`config.mk`:
```
export PLATFORM = sky130hd
export DESIGN_NAME = unsigned_to_decimal_ascii_core
export DESIGN_NICKNAME = d
export VERILOG_FILES = /design/src/rtl/u2da_pkg.sv /design/src/rtl/u2da_dp.sv /design/src/rtl/u2da_ctrl.sv /design/src/rtl/unsigned_to_decimal_ascii_core.sv
export SDC_FILE = /design/constraint.sdc
export NUM_CORES = 1
export LEC_CHECK = 0
export BUFFER_PORTS_ARGS = -buffer_cell sky130_fd_sc_hd__buf_2
export CAP_MARGIN = 20
export CORE_MARGIN = 1
export CORE_UTILIZATION = 55
export CTS_BUF_LIST = sky130_fd_sc_hd__clkbuf_4 sky130_fd_sc_hd__clkbuf_8
export DETAILED_ROUTE_END_ITERATION = 16
export HOLD_SLACK_MARGIN = 0.05
export PLACE_DENSITY = 0.75
export SLEW_MARGIN = 10
export SYNTH_ARGS = -nofsm -noshare
export SYNTH_HDL_FRONTEND = slang
export SYNTH_HIERARCHICAL = 1
export SYNTH_SLANG_ARGS = --single-unit
```
`constraint.sdc`:
```
create_clock -name i_clk -period 5.12 [get_ports i_clk]
set_input_delay 0.512 -clock i_clk [delete_from_list [all_inputs] [get_ports i_clk]]
set_output_delay 0.512 -clock i_clk [all_outputs]
set_load 0.05 [all_outputs]
```
`src/rtl/u2da_pkg.sv`:
```
// Shared types and constants for the unsigned to decimal ASCII converter.
`default_nettype none
package u2da_pkg;

    localparam int VALUE_W    = 32;
    localparam int NUM_DIGITS = 10;
    localparam int BCD_W      = 4 * NUM_DIGITS;
    localparam int CHAR_W     = 6;
    localparam int CNT_W      = 5;

    localparam logic [CHAR_W-1:0] DIGIT_BASE = 6'd48;
    localparam logic [CNT_W-1:0]  LAST_STEP  = 5'(VALUE_W - 1);
    localparam logic [CNT_W-1:0]  TOP_DIGIT  = 5'(NUM_DIGITS - 1);

    typedef enum logic [1:0] {
        ST_IDLE,
        ST_CONV,
        ST_SKIP,
        ST_EMIT
    } t_state;

    typedef struct packed {
        logic load;
        logic step;
        logic drop;
        logic emit;
        logic last;
    } t_dp_cmd;

    typedef struct packed {
        logic top_zero;
        logic out_free;
    } t_dp_status;

endpackage
`default_nettype wire

```
`src/rtl/u2da_dp.sv`:
```
// Datapath: shift-and-add-3 conversion register, digit shifter and output register.
`default_nettype none
module u2da_dp (
    input  wire logic                           i_clk,
    input  wire logic                           i_rst_n,
    input  wire u2da_pkg::t_dp_cmd              i_cmd,
    output u2da_pkg::t_dp_status                o_status,
    input  wire logic [u2da_pkg::VALUE_W-1:0]   i_value,
    input  wire logic                           i_out_ready,
    output logic                                o_out_valid,
    output logic [u2da_pkg::CHAR_W-1:0]         o_out_char,
    output logic                                o_out_last
);

    logic [u2da_pkg::VALUE_W-1:0] r_bin;
    logic [u2da_pkg::BCD_W-1:0]   r_bcd;
    logic [u2da_pkg::BCD_W-1:0]   w_adj;
    logic                         w_digits_ok;
    logic [3:0]                   w_top;
    logic                         r_out_valid;
    logic [u2da_pkg::CHAR_W-1:0]  r_out_char;
    logic                         r_out_last;

    // Each BCD digit of five or more gets three added before the shift.
    always_comb begin
        w_digits_ok = 1'b1;
        for (int i = 0; i < u2da_pkg::NUM_DIGITS; i++) begin
            w_adj[4*i +: 4] = (r_bcd[4*i +: 4] >= 4'd5) ? r_bcd[4*i +: 4] + 4'd3
                                                         : r_bcd[4*i +: 4];
            if (r_bcd[4*i +: 4] > 4'd9) begin
                w_digits_ok = 1'b0;
            end
        end
    end

    assign w_top = r_bcd[u2da_pkg::BCD_W-1 -: 4];

    always_ff @(posedge i_clk) begin
        if (i_cmd.load) begin
            r_bin <= i_value;
            r_bcd <= '0;
        end else if (i_cmd.step) begin
            r_bcd <= {w_adj[u2da_pkg::BCD_W-2:0], r_bin[u2da_pkg::VALUE_W-1]};
            r_bin <= {r_bin[u2da_pkg::VALUE_W-2:0], 1'b0};
        end else if (i_cmd.drop || i_cmd.emit) begin
            r_bcd <= {r_bcd[u2da_pkg::BCD_W-5:0], 4'd0};
        end
    end

    always_ff @(posedge i_clk) begin
        if (!i_rst_n) begin
            r_out_valid <= 1'b0;
        end else if (i_cmd.emit) begin
            r_out_valid <= 1'b1;
        end else if (i_out_ready) begin
            r_out_valid <= 1'b0;
        end
    end

    always_ff @(posedge i_clk) begin
        if (i_cmd.emit) begin
            r_out_char <= u2da_pkg::DIGIT_BASE + {2'b00, w_top};
            r_out_last <= i_cmd.last;
        end
    end

    assign o_status.top_zero = (w_top == 4'd0);
    assign o_status.out_free = !r_out_valid || i_out_ready;
    assign o_out_valid       = r_out_valid;
    assign o_out_char        = r_out_char;
    assign o_out_last        = r_out_last;

    a_step_bcd_valid: assert property (@(posedge i_clk) disable iff (!i_rst_n)
        i_cmd.step |-> w_digits_ok)
        else $error("BCD digit out of range during conversion step");

endmodule
`default_nettype wire

```
`src/rtl/u2da_ctrl.sv`:
```
// Controller: sequences load, conversion steps, leading zero skip and digit output.
`default_nettype none
module u2da_ctrl (
    input  wire logic                   i_clk,
    input  wire logic                   i_rst_n,
    input  wire logic                   i_in_valid,
    output logic                        o_in_ready,
    input  wire u2da_pkg::t_dp_status   i_status,
    output u2da_pkg::t_dp_cmd           o_cmd
);

    u2da_pkg::t_state                  r_state, n_state;
    logic [u2da_pkg::CNT_W-1:0]        r_cnt, n_cnt;

    always_ff @(posedge i_clk) begin
        if (!i_rst_n) begin
            r_state <= u2da_pkg::ST_IDLE;
            r_cnt   <= '0;
        end else begin
            r_state <= n_state;
            r_cnt   <= n_cnt;
        end
    end

    always_comb begin
        n_state = r_state;
        case (r_state)
            u2da_pkg::ST_IDLE: begin
                if (i_in_valid) n_state = u2da_pkg::ST_CONV;
            end
            u2da_pkg::ST_CONV: begin
                if (r_cnt == u2da_pkg::LAST_STEP) n_state = u2da_pkg::ST_SKIP;
            end
            u2da_pkg::ST_SKIP: begin
                if (!i_status.top_zero || r_cnt == '0) n_state = u2da_pkg::ST_EMIT;
            end
            u2da_pkg::ST_EMIT: begin
                if (i_status.out_free && r_cnt == '0) n_state = u2da_pkg::ST_IDLE;
            end
            default: n_state = u2da_pkg::ST_IDLE;
        endcase
    end

    always_comb begin
        o_cmd      = '0;
        o_in_ready = 1'b0;
        n_cnt      = r_cnt;
        case (r_state)
            u2da_pkg::ST_IDLE: begin
                o_in_ready = 1'b1;
                o_cmd.load = i_in_valid;
                n_cnt      = '0;
            end
            u2da_pkg::ST_CONV: begin
                o_cmd.step = 1'b1;
                n_cnt      = (r_cnt == u2da_pkg::LAST_STEP) ? u2da_pkg::TOP_DIGIT
                                                            : r_cnt + 1'b1;
            end
            u2da_pkg::ST_SKIP: begin
                if (i_status.top_zero && r_cnt != '0) begin
                    o_cmd.drop = 1'b1;
                    n_cnt      = r_cnt - 1'b1;
                end
            end
            u2da_pkg::ST_EMIT: begin
                if (i_status.out_free) begin
                    o_cmd.emit = 1'b1;
                    o_cmd.last = (r_cnt == '0);
                    if (r_cnt != '0) n_cnt = r_cnt - 1'b1;
                end
            end
            default: begin
                n_cnt = '0;
            end
        endcase
    end

endmodule
`default_nettype wire

```
`src/rtl/unsigned_to_decimal_ascii_core.sv`:
```
// Top level of the 32-bit unsigned binary to decimal ASCII converter.
//
// The slave stream takes one 32-bit unsigned value per transaction. The master
// stream returns its decimal digits as ASCII characters, most significant first,
// with leading zeros removed; a zero value gives the single character '0'.
// The final character of each run is flagged with m_axis_tlast.
// After a value is accepted, shift-and-add-3 conversion steps, one per input
// bit, build the BCD digits; each suppressed leading zero is then dropped,
// the controller settles on the first digit, and the digits enter the output
// register in turn. Skipped zeros and emitted digits always total ten.
// s_axis_tready stays low until the final digit has entered the output
// register, so no new value is taken while one is still being converted.
// When the receiver stalls, the current character is held in the output
// register and digit output pauses until the transaction completes.
// Reset clears the controller and the output valid flag; any run in progress
// is dropped.
`default_nettype none
module unsigned_to_decimal_ascii_core (
    input  wire logic        i_clk,
    input  wire logic        i_rst_n,
    input  wire logic        s_axis_tvalid,
    output logic             s_axis_tready,
    input  wire logic [31:0] s_axis_tdata,   // [31:0] value
    output logic             m_axis_tvalid,
    input  wire logic        m_axis_tready,
    output logic [7:0]       m_axis_tdata,   // [5:0] digit_char, [7:6] zero
    output logic             m_axis_tlast    // last_digit
);

    u2da_pkg::t_dp_cmd               w_cmd;
    u2da_pkg::t_dp_status            w_status;
    logic [u2da_pkg::CHAR_W-1:0]     w_char;

    u2da_ctrl u_ctrl (
        .i_clk      (i_clk),
        .i_rst_n    (i_rst_n),
        .i_in_valid (s_axis_tvalid),
        .o_in_ready (s_axis_tready),
        .i_status   (w_status),
        .o_cmd      (w_cmd)
    );

    u2da_dp u_dp (
        .i_clk       (i_clk),
        .i_rst_n     (i_rst_n),
        .i_cmd       (w_cmd),
        .o_status    (w_status),
        .i_value     (s_axis_tdata),
        .i_out_ready (m_axis_tready),
        .o_out_valid (m_axis_tvalid),
        .o_out_char  (w_char),
        .o_out_last  (m_axis_tlast)
    );

    assign m_axis_tdata = {2'b00, w_char};

    a_busy_after_accept: assert property (@(posedge i_clk) disable iff (!i_rst_n)
        (s_axis_tvalid && s_axis_tready) |=> !s_axis_tready)
        else $error("Input accepted while a conversion is in progress");

    a_char_is_digit: assert property (@(posedge i_clk) disable iff (!i_rst_n)
        m_axis_tvalid |-> (m_axis_tdata >= 8'd48 && m_axis_tdata <= 8'd57))
        else $error("Output character is not a decimal digit");

    a_idle_after_last: assert property (@(posedge i_clk) disable iff (!i_rst_n)
        (w_cmd.emit && w_cmd.last) |=> s_axis_tready)
        else $error("Converter not idle after the final digit was issued");

endmodule
`default_nettype wire
```
==> flow_metrics.tcl, run 1 <==
set metrics [dict create \
    outcome "completed" \
    power_leakage_nw 2.098 \
    gr-total-overflow 0 \
    whs_ns 0.4510 \
    endpoint_kind "flop" \
    worstHoldStart "s_axis_tdata[0]" \
    cts_tree "yes" \
    cp.arrival_ns 3.28 \
    start_util_pct 56.49 \
    postCtsHoldBufs 0 \
    combPwrFrac_pct 45.1 \
    p_clk_share_pct 16.4 \
    seqPwrFrac_pct 38.5 \
    nFillCells 742 \
    irDropWorstVdd_mv 0.2846 \
    pre_cts_slack_ns 2.097 \
    finalHoldViolCount 0 \
    setup_viol 0 \
    rr_startpoint "u_ctrl/r_cnt[0]" \
    seq_area_frac_synth_pct 42.27 \
    die_w_microns 96.41 \
    yosys_warnings 6 \
    switching_share_pct 39.47 \
    intPower_mw 1.962 \
    post-route-util_pct 61.26 \
    synth_compound_area_share_pct 15.16 \
    critical_path.startpoint "u_ctrl/r_cnt[0]" \
    post_cts_buffers 0 \
    core_sq_um 8678 \
    grt.total_usage_pct 20.94 \
    routed_wl_microns 9110 \
    maxCapViolCount 0 \
    insertion_delay_ns 0.35 \
    synth_mux_area_share_pct 12.99 \
    syn_inst 482 \
    cts_root_buffer "clkbuf_8" \
    critPathKind "reg -> reg" \
    synth_cell_types 53 \
    tritoncts.num_buffers 9 \
    crit_fanout 25 \
    ant_nets 0 \
    clock_path_buffers 2 \
    grt_start_max_net_pins 93 \
    drive_gt1_share_pct 20.70 \
    place_hpwl_microns 6153 \
    dpl.cell_count 609 \
    ys_seq_elements 85 \
    worst_slack_ns 2.094 \
    htreeDepth 3 \
    worst_slew_pin_slew_ns 0.8341 \
    syn_to_final_growth_pct 8.448 \
    ioPinCount 47 \
    synthArstFlopShare_pct 0 \
    clock_skew_ns 0.01335 \
    synth_flop_cell "dfxtp_1" \
    fin_crit_sh_pct 59.10 \
    place_congestion 0.8003 \
    antenna_found_initial 0 \
    hold_class "in -> reg" \
    finalMaxSlewViolations 0 \
    required_ns 5.37 \
    max_freq_ghz 0.3305 \
    cts.clk_slew.worst_paths_ns 0.09 \
    grt_first_pass_wirelength_microns 15250 \
    yosys.area_share.simple_pct 15.39 \
    row_count 34 \
    drc 0 \
    num_vias 3604 \
    cts_resized 0 \
    fin_cells 625 \
    first_pass_iters 4 \
    critPathLaunchType "flop" \
    grt_pass1_vias 3418 \
    numClockSinks 85 \
    final_nets 577 \
    synthXorXnorAreaFrac_pct 0.5360 \
    wl_per_cell_microns 14.58 \
    power.net_switching_mw 1.280 \
    layout_min_cycle_time_ns 3.026 \
    drt-initial-drc-count 145 \
    diodes 0 \
    die_h_microns 96.41 \
    synth-adder-area-share_pct 7.402 \
    fin_setup_tns_ns 0 \
    syn_area_sq_um 4902 \
    synth_top_family_by_area "simple AND/OR/NAND/NOR gates" \
    viasPerCell 5.766 \
    rsz0062_at_grt "no" \
    slew_headroom_pct 44.39 \
    synth_area_per_cell_sq_um 10.17 \
    powerDensity_nw_per_um2 609.9 \
    die_area_sq_um 9295 \
    post_dp_cell_area_sq_um 5095 \
    port_buffers 42 \
    p_total_mw 3.242 \
    synth_edf_count 37 \
    fin_area_sq_um 5316 \
]
==> final timing paths <==
path	slack [ns]	endpoint	cells after the start
setup reg to reg	2.09	u_dp/r_bcd[29]	9
setup / recovery	2.09	u_dp/r_bcd[29]	9
hold reg to reg	0.47	u_dp/o_out_char[1]	0
hold / removal	0.45	u_dp/r_bin[0]	2
==> cell families after synthesis <==
kind of cell | after synthesis
DFF | 85
muxes | 59
xor gates and xnor gates | 3
other | 2
buffers and inverters | 57
adders and majority gates | 29
and+or+nand+nor | 138
AOI/OAI and AO/OA | 109
==> state kept, by name (all words and copies together), names as in the netlist <==
register / cells
u_dp/o_out_last: 1
u_ctrl/r_state: 2
u_dp/o_out_valid: 1
u_ctrl/r_cnt: 5
u_dp/o_out_char: 4
u_dp/r_bin: 32
u_dp/r_bcd: 40
==> cell usage after synthesis, types with 5 or more instances <==
cell      number  area share (%)
nand2b_1      13             1.7
buf_2          8            0.82
o22ai_1        9             1.1
nor2_1        26             2.0
nand2_1       42             3.2
buf_6          6             1.4
ha_1          29             7.4
mux2i_1       22             4.5
nand3_1        5            0.51
a211oi_1      17             2.6
inv_1         28             2.1
a21oi_1       25             2.6
nand4b_1       9             1.6
edfxtp_1      37              23
o21ai_0       18             1.8
a311oi_1      17             3.0
dfxtp_1       48              20
mux2_2        37             8.5
buf_4          5            0.77
nor3b_1       14             2.1
clkbuf_1       9            0.69
o311ai_0       5            0.89
==> worst max-delay path: stages, from the launching register on <==
cell      delay (ns)
dfxtp_1         0.35
inv_1           0.11
ha_1            0.16
or4b_4          0.48
and3_2          0.26
nor2_4          0.51
buf_4           0.43
mux2i_1         0.24
o22ai_1         0.10
a311oi_1        0.27
==> metal layers <==
| metal | global-route usage (%) | routed length [microns] | vias up |
|---|---|---|---|
| li1 | - | - | 1824 |
| met5 | 0 | 0 | - |
| met3 | 5.243 | 340 | 7 |
| met1 | 27.50 | 4312 | 1711 |
| met2 | 34.57 | 4383 | 62 |
| met4 | 5.392 | 74 | 0 |
==> area by class of cell <==
cell class | instances | area [sq um] | area share, %
Clock buffer | 9 | 123.9 | 2.330
Clock inverter | 7 | 97.59 | 1.836
Inverter | 28 | 105.1 | 1.977
Multi-Input combinational cell | 342 | 2542 | 47.82
Sequential cell | 85 | 2072 | 38.97
Tap cell | 108 | 135.1 | 2.542
Timing Repair Buffer | 46 | 240.2 | 4.519
==> power groups by stage <==
stage	combinational, mW	clock (mW)	sequential [mW]
finish	1.46	0.531	1.25
global route	1.64	0.572	1.29
CTS	1.46	0.545	1.25
detailed placement	1.46	0	1.26
global placement	1.40	0	1.25
floorplan	1.23	0	1.22
==> cell usage in the layout, fill, tap and decap left out, types with 18 or more instances in the layout <==
cell type  count
dfxtp_1       48
nor2_1        26
nand2_1       42
mux2i_1       22
inv_1         28
a21oi_1       25
edfxtp_1      37
o21ai_0       18
buf_2         42
ha_1          28
mux2_2        37
No activity file was read; power rests on OpenSTA's default activity.
==> inputs of run 2 (changes only) <==
--- a/config.mk
+++ b/config.mk
@@ -12,7 +12,7 @@
 export CTS_BUF_LIST = sky130_fd_sc_hd__clkbuf_4 sky130_fd_sc_hd__clkbuf_8
 export DETAILED_ROUTE_END_ITERATION = 16
 export HOLD_SLACK_MARGIN = 0.05
-export PLACE_DENSITY = 0.75
+export PLACE_DENSITY = 0.78
 export SLEW_MARGIN = 10
 export SYNTH_ARGS = -nofsm -noshare
 export SYNTH_HDL_FRONTEND = slang
==> constraint.sdc (replaced) <==
create_clock -name i_clk -period 2.6 [get_ports i_clk]
set_input_delay 0.26 -clock i_clk [delete_from_list [all_inputs] [get_ports i_clk]]
set_output_delay 0.26 -clock i_clk [all_outputs]
set_load 0.05 [all_outputs]
==> flow_metrics.tcl, run 2 (synthesized netlist as in run 1, its figures left out) <==
set metrics [dict create \
    outcome "complete, but fails checks" \
    violations "DRC" \
    ioPinCount 47 \
    irDropWorstVdd_mv 0.8824 \
    critPathLaunchType "flop" \
    cts_root_buffer "clkbuf_8" \
    place_hpwl_microns 6072 \
    drt-initial-drc-count 161 \
    hold_class "in -> reg" \
    num_vias 3682 \
    regMostFlops "u_dp/r_bcd" \
    clock_path_buffers 2 \
    critPathKind "reg -> reg" \
    cts.clk_slew.worst_paths_ns 0.09 \
    crit_fanout 28 \
    die_h_microns 96.41 \
    grt_pass1_vias 3474 \
    p_total_mw 6.531 \
    max_freq_ghz 0.4165 \
    die_area_sq_um 9295 \
    endpoint_kind "flop" \
    grt_first_pass_wirelength_microns 15410 \
    final_common_cell "dfxtp_1" \
    powerDensity_nw_per_um2 1208 \
    dpl.cell_count 612 \
    worst_slack_ns 0.1988 \
    final_cell_mix "dfxtp_1 (48), buf_2 (42), nand2_1 (42), mux2_2 (37), edfxtp_1 (37)" \
    diodes 0 \
    place_congestion 0.8120 \
    nFillCells 727 \
    syn_to_final_growth_pct 10.29 \
    power_leakage_nw 2.140 \
    grt_start_max_net_pins 87 \
    tritoncts.num_buffers 9 \
    fin_cells 628 \
    core_sq_um 8678 \
    cts_resized 0 \
    cts_tree "yes" \
    gr-total-overflow 0 \
    first_pass_iters 10 \
    port_buffers 42 \
    layout_min_cycle_time_ns 2.401 \
    routed_wl_microns 9150 \
    largestRegisters "u_dp/r_bcd: 40 flops, u_dp/r_bin: 32 flops, u_ctrl/r_cnt: 5 flops" \
    required_ns 2.82 \
    start_util_pct 56.49 \
    largest_reg_flops 40 \
    rsz0062_at_grt "no" \
    finalMaxSlewViolations 0 \
    clock_skew_ns 0.008640 \
    cp.arrival_ns 2.63 \
    pre_cts_slack_ns 0.2009 \
    setup_viol 0 \
    grt.total_usage_pct 21.24 \
    htreeDepth 3 \
    postCtsHoldBufs 0 \
    wl_per_cell_microns 14.57 \
    numClockSinks 85 \
    insertion_delay_ns 0.35 \
    post_cts_buffers 0 \
    drc 1 \
    drive_gt1_share_pct 21.35 \
    fin_crit_sh_pct 92.36 \
    antenna_found_initial 0 \
    post-route-util_pct 62.30 \
    finalHoldViolCount 0 \
    fin_setup_tns_ns 0 \
    maxCapViolCount 0 \
    die_w_microns 96.41 \
    ant_nets 0 \
    viasPerCell 5.863 \
    row_count 34 \
    final_nets 580 \
]
## run 2: report_power, final
group / switching, mW / internal (mW) / total [mW]
Sequential: 0.361 / 2.10 / 2.46
Combinational: 1.69 / 1.32 / 3.01
Clock: 0.508 / 0.553 / 1.06
Total: 2.56 / 3.97 / 6.53
## run 2: final timing paths
path / start / endpoint / slack (ns) / cells past startpoint
worst max-delay path: u_ctrl/r_cnt[0] / u_dp/r_bcd[14] / 0.20 / 9
worst min-delay path: s_axis_tdata[0] / u_dp/r_bin[0] / 0.19 / 2
worst min register to register: u_dp/r_bcd[37] / u_dp/o_out_char[1] / 0.49 / 0
worst max register to register: u_ctrl/r_cnt[0] / u_dp/r_bcd[14] / 0.20 / 9
## run 2: final cells by class
cell class | instances | area, sq um | area share (%)
multi-input cells | 342 | 2542 | 47.03
flip-flops and latches | 85 | 2072 | 38.32
repair buffers | 49 | 325.3 | 6.017
well taps | 108 | 135.1 | 2.499
clock buffers | 9 | 123.9 | 2.291
inverters | 28 | 105.1 | 1.944
clock inverters | 7 | 102.6 | 1.898
## run 2: layer usage
layer  wire length, microns  share of wire (%)  track usage, %  up-vias
li1                       -                  -               -     1835
met1                   4339                 47           27.39     1761
met2                   4351                 48           35.58       75
met3                    351                3.8           4.382       11
met4                    109                1.2           7.230        0
met5                      0                  0               0        -
## run 2: through the flow
stage | instance area, sq um | hold slack [ns]
3_5_place_dp | 5180 | 0.4521
6_report | 5406 | 0.1879
3_3_place_gp | 5180 | 0.4638
4_1_cts | 5406 | 0.1789
2_1_floorplan | 4910 | 0.3987
5_1_grt | 5406 | 0.1744
## run 2: worst max-delay path: stages (launching register included)
cell	delay (ns)
dfxtp_1	0.36
inv_1	0.11
ha_1	0.16
or4b_4	0.49
and3_2	0.26
nor2_4	0.14
buf_12	0.21
mux2_2	0.36
nand2_1	0.07
o311ai_0	0.11
